==> src/rtl/ipcv_pkg.sv <==
// ipcv_pkg: shared constants and types for the ipv4 cidr string validator
// no dependencies; used by ipcv_parser, the top level and the checker

package ipcv_pkg;

  localparam int CharW    = 8;
  localparam int PrefixW  = 6;
  localparam int OctetW   = 8;
  localparam int DotW     = 2;
  localparam int DigitW   = 4;
  localparam int CfgIdxW  = 1;
  localparam int CfgDataW = 6;
  localparam int OutDataW = 8;

  localparam logic [CharW-1:0]   CharSlash = 8'h2F;
  localparam logic [CharW-1:0]   CharDot   = 8'h2E;
  localparam logic [CharW-1:0]   CharZero  = 8'h30;
  localparam logic [CharW-1:0]   CharNine  = 8'h39;

  localparam logic [OctetW-1:0]  MaxOctet  = 8'd255;
  localparam logic [PrefixW-1:0] PrefixSat = 6'd63;
  localparam logic [DotW-1:0]    LastDot   = 2'd3;

  // input kind codes
  localparam logic KindChar = 1'b0;
  localparam logic KindEnd  = 1'b1;

  // configuration register indexes
  localparam logic [CfgIdxW-1:0] CfgIdxMinPrefix = 1'b0;
  localparam logic [CfgIdxW-1:0] CfgIdxMaxPrefix = 1'b1;

  localparam logic [PrefixW-1:0] MinPrefixRst = 6'd1;
  localparam logic [PrefixW-1:0] MaxPrefixRst = 6'd31;

  typedef struct packed {
    logic                in_prefix;
    logic [DotW-1:0]     dot_count;
    logic                has_digit;
    logic [OctetW-1:0]   octet;
    logic [PrefixW-1:0]  prefix;
    logic                failed;
  } parse_state_t;

  typedef struct packed {
    logic [PrefixW-1:0]  min_prefix;
    logic [PrefixW-1:0]  max_prefix;
  } bounds_t;

  typedef struct packed {
    logic                ok;
    logic [PrefixW-1:0]  prefix_len;
  } result_t;

endpackage

==> src/rtl/ipcv_parser.sv <==
// ipcv_parser: per-character parse state and end-of-string verdict
// depends on ipcv_pkg

module ipcv_parser (
  input  logic                          clk,
  input  logic                          rst_n,
  input  logic                          step_en,
  input  logic                          kind,
  input  logic [ipcv_pkg::CharW-1:0]    ch,
  input  ipcv_pkg::bounds_t             bounds,
  output ipcv_pkg::result_t             res
);

  localparam int OctAccW = ipcv_pkg::OctetW + 4;
  localparam int PreAccW = ipcv_pkg::PrefixW + 4;

  ipcv_pkg::parse_state_t st_r, st_nxt;

  logic                          digit;
  logic [ipcv_pkg::DigitW-1:0]   dval;
  logic [OctAccW-1:0]            oct_acc;
  logic [PreAccW-1:0]            pre_acc;
  logic                          ok;

  assign digit = (ch >= ipcv_pkg::CharZero) && (ch <= ipcv_pkg::CharNine);
  assign dval  = digit ? ipcv_pkg::DigitW'(ch - ipcv_pkg::CharZero) : '0;

  // value * 10 + digit as two shifts and adds
  assign oct_acc = (OctAccW'(st_r.octet) << 3) + (OctAccW'(st_r.octet) << 1)
                 + OctAccW'(dval);
  assign pre_acc = (PreAccW'(st_r.prefix) << 3) + (PreAccW'(st_r.prefix) << 1)
                 + PreAccW'(dval);

  always_comb begin
    st_nxt = st_r;
    if (kind == ipcv_pkg::KindEnd) begin
      st_nxt = '0;
    end else if (!st_r.failed) begin
      if (st_r.in_prefix) begin
        if (!digit) begin
          st_nxt.failed = 1'b1;
        end else begin
          st_nxt.prefix    = (pre_acc > PreAccW'(ipcv_pkg::PrefixSat)) ?
                             ipcv_pkg::PrefixSat : pre_acc[ipcv_pkg::PrefixW-1:0];
          st_nxt.has_digit = 1'b1;
        end
      end else if (ch == ipcv_pkg::CharSlash) begin
        if (st_r.dot_count != ipcv_pkg::LastDot || !st_r.has_digit) begin
          st_nxt.failed = 1'b1;
        end else begin
          st_nxt.in_prefix = 1'b1;
          st_nxt.has_digit = 1'b0;
          st_nxt.octet     = '0;
          st_nxt.prefix    = '0;
        end
      end else if (ch == ipcv_pkg::CharDot) begin
        if (!st_r.has_digit || st_r.dot_count == ipcv_pkg::LastDot) begin
          st_nxt.failed = 1'b1;
        end else begin
          st_nxt.dot_count = st_r.dot_count + 1'b1;
          st_nxt.has_digit = 1'b0;
          st_nxt.octet     = '0;
        end
      end else if (!digit || oct_acc > OctAccW'(ipcv_pkg::MaxOctet)) begin
        st_nxt.failed = 1'b1;
      end else begin
        st_nxt.octet     = oct_acc[ipcv_pkg::OctetW-1:0];
        st_nxt.has_digit = 1'b1;
      end
    end
  end

  always_ff @(posedge clk) begin
    if (!rst_n) begin
      st_r <= '0;
    end else if (step_en) begin
      st_r <= st_nxt;
    end
  end

  assign ok = !st_r.failed && st_r.in_prefix && st_r.has_digit &&
              (st_r.prefix >= bounds.min_prefix) && (st_r.prefix <= bounds.max_prefix);

  assign res.ok         = ok;
  assign res.prefix_len = ok ? st_r.prefix : '0;

endmodule

==> src/rtl/ipv4_cidr_string_validator_top.sv <==
// ipv4_cidr_string_validator_top: streaming checker for A.B.C.D/P strings
// depends on ipcv_pkg and ipcv_parser
//
//   channel | dir | ports                          | one word carries
//   --------+-----+--------------------------------+------------------------------
//   in      | in  | in_tvalid/in_tready/in_tdata/  | one character or end marker
//           |     | in_tuser                       |
//   out     | out | out_tvalid/out_tready/out_tdata| verdict for one whole string
//   cfg     | in  | cfg_we/cfg_index/cfg_wdata     | one prefix bound register
//
// one word per cycle sustained unless an end marker stalls; a word is registered in the input
// stage, where the parser updates its state, and an end marker loads the verdict into the
// output register, which drives out_tvalid
// rst_n (synchronous) clears the stages, the parse state and restores the bounds
// only an end marker waiting on a full output register stalls the input side;
// character words keep flowing while a verdict waits to be taken

module ipv4_cidr_string_validator_top (
  input  logic                             clk,
  input  logic                             rst_n,
  // input stream
  input  logic                             in_tvalid,
  output logic                             in_tready,
  input  logic [ipcv_pkg::CharW-1:0]       in_tdata,   // [7:0] ch
  input  logic                             in_tuser,   // [0] kind (1 = end of string)
  // result stream
  output logic                             out_tvalid,
  input  logic                             out_tready,
  output logic [ipcv_pkg::OutDataW-1:0]    out_tdata,  // [0] valid_res, [6:1] prefix_len,
                                                        // [7] zero
  // configuration writes
  input  logic                             cfg_we,
  input  logic [ipcv_pkg::CfgIdxW-1:0]     cfg_index,
  input  logic [ipcv_pkg::CfgDataW-1:0]    cfg_wdata
);

  // configuration registers
  ipcv_pkg::bounds_t bounds_r;

  always_ff @(posedge clk) begin
    if (!rst_n) begin
      bounds_r.min_prefix <= ipcv_pkg::MinPrefixRst;
      bounds_r.max_prefix <= ipcv_pkg::MaxPrefixRst;
    end else if (cfg_we) begin
      case (cfg_index)
        ipcv_pkg::CfgIdxMinPrefix: bounds_r.min_prefix <= cfg_wdata;
        ipcv_pkg::CfgIdxMaxPrefix: bounds_r.max_prefix <= cfg_wdata;
        default: ;
      endcase
    end
  end

  // input stage
  logic                         stg_valid_r, stg_valid_nxt;
  logic                         stg_kind_r;
  logic [ipcv_pkg::CharW-1:0]   stg_ch_r;
  logic                         out_free;
  logic                         stg_advance;
  logic                         in_accept;

  // output register
  logic                         out_valid_r, out_valid_nxt;
  ipcv_pkg::result_t            out_res_r;
  ipcv_pkg::result_t            parse_res;
  logic                         load_result;

  assign out_free    = !out_valid_r || out_tready;
  // a character word never needs the output slot
  assign stg_advance = stg_valid_r && ((stg_kind_r == ipcv_pkg::KindChar) || out_free);
  assign in_tready   = !stg_valid_r || stg_advance;
  assign in_accept   = in_tvalid && in_tready;
  assign load_result = stg_advance && (stg_kind_r == ipcv_pkg::KindEnd);

  assign stg_valid_nxt = in_tready ? in_tvalid : stg_valid_r;

  always_ff @(posedge clk) begin
    if (!rst_n) begin
      stg_valid_r <= 1'b0;
    end else begin
      stg_valid_r <= stg_valid_nxt;
    end
  end

  // payload, no reset
  always_ff @(posedge clk) begin
    if (in_accept) begin
      stg_kind_r <= in_tuser;
      stg_ch_r   <= in_tdata;
    end
  end

  ipcv_parser u_parser (
    .clk     (clk),
    .rst_n   (rst_n),
    .step_en (stg_advance),
    .kind    (stg_kind_r),
    .ch      (stg_ch_r),
    .bounds  (bounds_r),
    .res     (parse_res)
  );

  always_comb begin
    out_valid_nxt = out_valid_r;
    if (load_result) begin
      out_valid_nxt = 1'b1;
    end else if (out_tready) begin
      out_valid_nxt = 1'b0;
    end
  end

  always_ff @(posedge clk) begin
    if (!rst_n) begin
      out_valid_r <= 1'b0;
    end else begin
      out_valid_r <= out_valid_nxt;
    end
  end

  always_ff @(posedge clk) begin
    if (load_result) begin
      out_res_r <= parse_res;
    end
  end

  assign out_tvalid = out_valid_r;
  assign out_tdata  = {1'b0, out_res_r.prefix_len, out_res_r.ok};

endmodule

==> config.mk <==
export PLATFORM = sky130hd
export DESIGN_NAME = ipv4_cidr_string_validator_top
export DESIGN_NICKNAME = d
export VERILOG_FILES = /design/src/rtl/ipcv_pkg.sv /design/src/rtl/ipcv_parser.sv /design/src/rtl/ipv4_cidr_string_validator_top.sv
export SDC_FILE = /design/constraint.sdc
export NUM_CORES = 1
export LEC_CHECK = 0
export BUFFER_PORTS_ARGS = -buffer_cell sky130_fd_sc_hd__buf_2
export CAP_MARGIN = 20
export CORE_MARGIN = 2
export CORE_UTILIZATION = 54
export DETAILED_ROUTE_END_ITERATION = 12
export PLACE_DENSITY = 0.81
export SYNTH_ARGS = -nofsm -noshare
export SYNTH_HDL_FRONTEND = slang
export SYNTH_HIERARCHICAL = 1
export SYNTH_SLANG_ARGS = --single-unit
==> constraint.sdc <==
create_clock -name clk -period 3.47 [get_ports clk]
set_input_delay 0.694 -clock clk [delete_from_list [all_inputs] [get_ports clk]]
set_output_delay 0.694 -clock clk [all_outputs]
set_load 0.05 [all_outputs]
==> run metrics <==
Pwr Density 324 nW/um^2; RSZ-0062 raised after global routing true; DR WL/cell 13.9 um; part of the cycle the worst path needs 0.949; Worst-Margin Slew 0.889 ns; nets@finish 432; Ports 31; EDFF count, synth 16; Setup Fix Bufs, Post-CTS 0; Synth area leader dfxtp_1; HP Class reg2reg; worst path bufs/invs 1; # setup viols final 0; most frequent cell after synthesis ha_1; synthesized flop and latch total 49; All-Layer GR Usage 0.203; setup TNS 0 ns; CP top delay family compound AO/OA/AOI/OAI gates; CTS Sinks 49; Die Y 80.6 um; Final Non-Filler Cells 441; clk buf depth 2; DRC viols 0; Iter 0 DRT Violations 114; critical-path maximum fanout 5; Synth Instances 339; Post-DP HPWL 4630 um; final wirelength 6120 um; PortBufs 29; LEAKAGE 1.60 nW; Core Footprint 5570 sq um; GPL Wtd Cong 0.852; TritonCTS clock tree built; CP cell instances nor3b_2 > and3_4 > nand2_1 > fa_1 > inv_1 > fa_2 > a21oi_4 > o21ai_0 > a211oi_1 > o221a_2 > a41o_1 > mux2i_1; fin. max-slew vios 0; share of the synthesized area in the top cell type 0.208; Fmax 0.304 GHz; post-route cell area 3500 sq um; Synth Net Count 403; Synth cell types 58; Syn Area/Cell 9.35 sq um; critical path arrival 3.52 ns; min cycle time layout 3.29 ns; synthesis-to-layout area growth 10.3%; Placed Area 3370 sq um; GRT overflow 0; Num CTS Buffers 5; Critical Path RT 3.70 ns; pin count of the biggest net entering global routing 29; Final Hold Fails 0; Worst-Skew Late Latency 0.30 ns; Synth Cell Area 3170 sq um; DRT Pass-1 Iters 4; Async S/R FF share, synth 0; Clock transition at path regs 0.09 ns; CP max stage delay 0.49 ns; share of cells above drive strength 1 0.141; Initial Util 0.569; Synth Flop Type dfxtp_1; largest cells by area after synthesis dfxtp_1 21%, ha_1 15%, edfxtp_1 15%, nand2_1 3.6%, inv_1 3.3%; via count 2482; Clock Skew 0.00583 ns; Max Cap Viol 0; vias in the first global route 2374; CP Launch Type flop; row cnt 27; first-pass GRT wire length 10500 um; placed cell count 433; CP max stage cell fa_1; Setup crit end kind flop; H-tree levels 2; antenna viol nets, final 0; initial antenna violation count 0; clk root buf clkbuf_8; CTS Hold Bufs 0; die width 80.6 um; post-synthesis sequential area ratio 0.360; number of diodes 0; Synthesis Warnings 6; die area 6500 sq um; via density per instance 5.63; Slew HR 0.404; Hold WS 0.467 ns; Max VDD drop 0.276 mV; kind of critical path reg2reg; Post-synth top cells 39 x ha_1, 33 x dfxtp_1, 30 x nand2_1; FF-to-FF setup slack 0.18 ns; status completed
==> state kept, by name, summed over array words and instances, names as in the netlist <==
| name | cells |
|---|---|
| stg_valid_r | 1 |
| stg_ch_r | 8 |
| out_tvalid | 1 |
| stg_kind_r | 1 |
| bounds_r | 12 |
| out_tdata | 7 |
| u_parser/st_r | 19 |
==> layout by cell type (no fill, tap or decap), drive strengths merged, types with 2 or more instances in the layout <==
master / synthesis / final
a211oi: 3 / 3
a21boi: 7 / 7
a21o: 5 / 5
a21oi: 17 / 17
a31oi: 2 / 2
a41o: 2 / 2
and2: 10 / 10
and3: 2 / 2
buf: 5 / 32
clkbuf: 5 / 6
dfxtp: 33 / 33
edfxtp: 16 / 16
fa: 4 / 4
ha: 39 / 39
inv: 28 / 28
mux2i: 10 / 10
nand2: 30 / 30
nand2b: 5 / 5
nand3: 13 / 13
nand3b: 2 / 2
nand4: 5 / 5
nor2: 13 / 13
nor2b: 12 / 12
nor3: 8 / 8
nor3b: 6 / 6
o211ai: 2 / 2
o21a: 10 / 10
o21ai: 15 / 15
o22ai: 5 / 5
or2: 2 / 2
or3b: 2 / 2
xor2: 6 / 6
==> worst paths after layout <==
path | endpoint | depth (start not counted) | from
worst max-delay path | u_parser/st_r[11] | 12 | stg_ch_r[7]
worst min-delay path | bounds_r[5] | 2 | bounds_r[5]
worst max register to register | u_parser/st_r[11] | 12 | stg_ch_r[7]
worst min register to register | bounds_r[5] | 2 | bounds_r[5]
==> power breakdown <==
part           internal (W)  leakage, nW  switching [W]
sequential         0.000611        0.414      0.0000159
clock              0.000214       0.0552       0.000186
combinational     0.0000437         1.13      0.0000634
total              0.000869         1.60       0.000265
==> worst reg2reg max path: stages, from the launching register on <==
cell and delay, ns:
edfxtp_1 0.42, nor3b_2 0.23, and3_4 0.24, nand2_1 0.10
fa_1 0.49, inv_1 0.07, fa_2 0.42, a21oi_4 0.16
o21ai_0 0.11, a211oi_1 0.24, o221a_2 0.26, a41o_1 0.25
mux2i_1 0.21
==> cell families (layout without fill, tap and decap cells) <==
| family | count (synthesis) | count (layout) | synth area share |
|---|---|---|---|
| AO/OA/AOI/OAI | 75 | 75 | 0.155 |
| XOR/XNOR | 7 | 7 | 0.0193 |
| adder cells (fa/ha/maj) | 43 | 43 | 0.179 |
| buffers and inverters | 38 | 68 | 0.0525 |
| flip-flops | 49 | 49 | 0.360 |
| multiplexers | 10 | 10 | 0.0316 |
| other | 1 | 1 | 0.00118 |
| AND/OR/NAND/NOR | 116 | 116 | 0.201 |
==> final cells by class <==
type,count,area (sq um)
clock buffers,6,72.6
fillers,456,2080
flip-flops and latches,49,1140
multi-input cells,252,1890
well taps,72,90.1
clock inverters,2,35.0
repair buffers,32,168
inverters,28,105
==> per-stage QoR <==
stage | utilization | power (W) | setup WS, ns
4_1_cts | 0.625 | 0.00114 | 0.0285
5_1_grt | 0.627 | 0.00117 | -0.00591
2_1_floorplan | - | 0.000714 | 0.251
3_5_place_dp | 0.604 | 0.000746 | -0.0858
6_report | 0.627 | 0.00113 | 0.178
3_3_place_gp | 0.604 | 0.000742 | 0.0708
==> repair_timing <==
item                                    CTS  global route
endpoints found under the setup margin    9            11
pin swaps                                 0             7
resized for setup                         4             4
==> layer usage <==
layer,track usage,share of wire
met4,0.0508,0.011
met3,0.0348,0.045
met5,0,0
met2,0.352,0.49
met1,0.262,0.45
No activity file was read; power rests on OpenSTA's default activity.
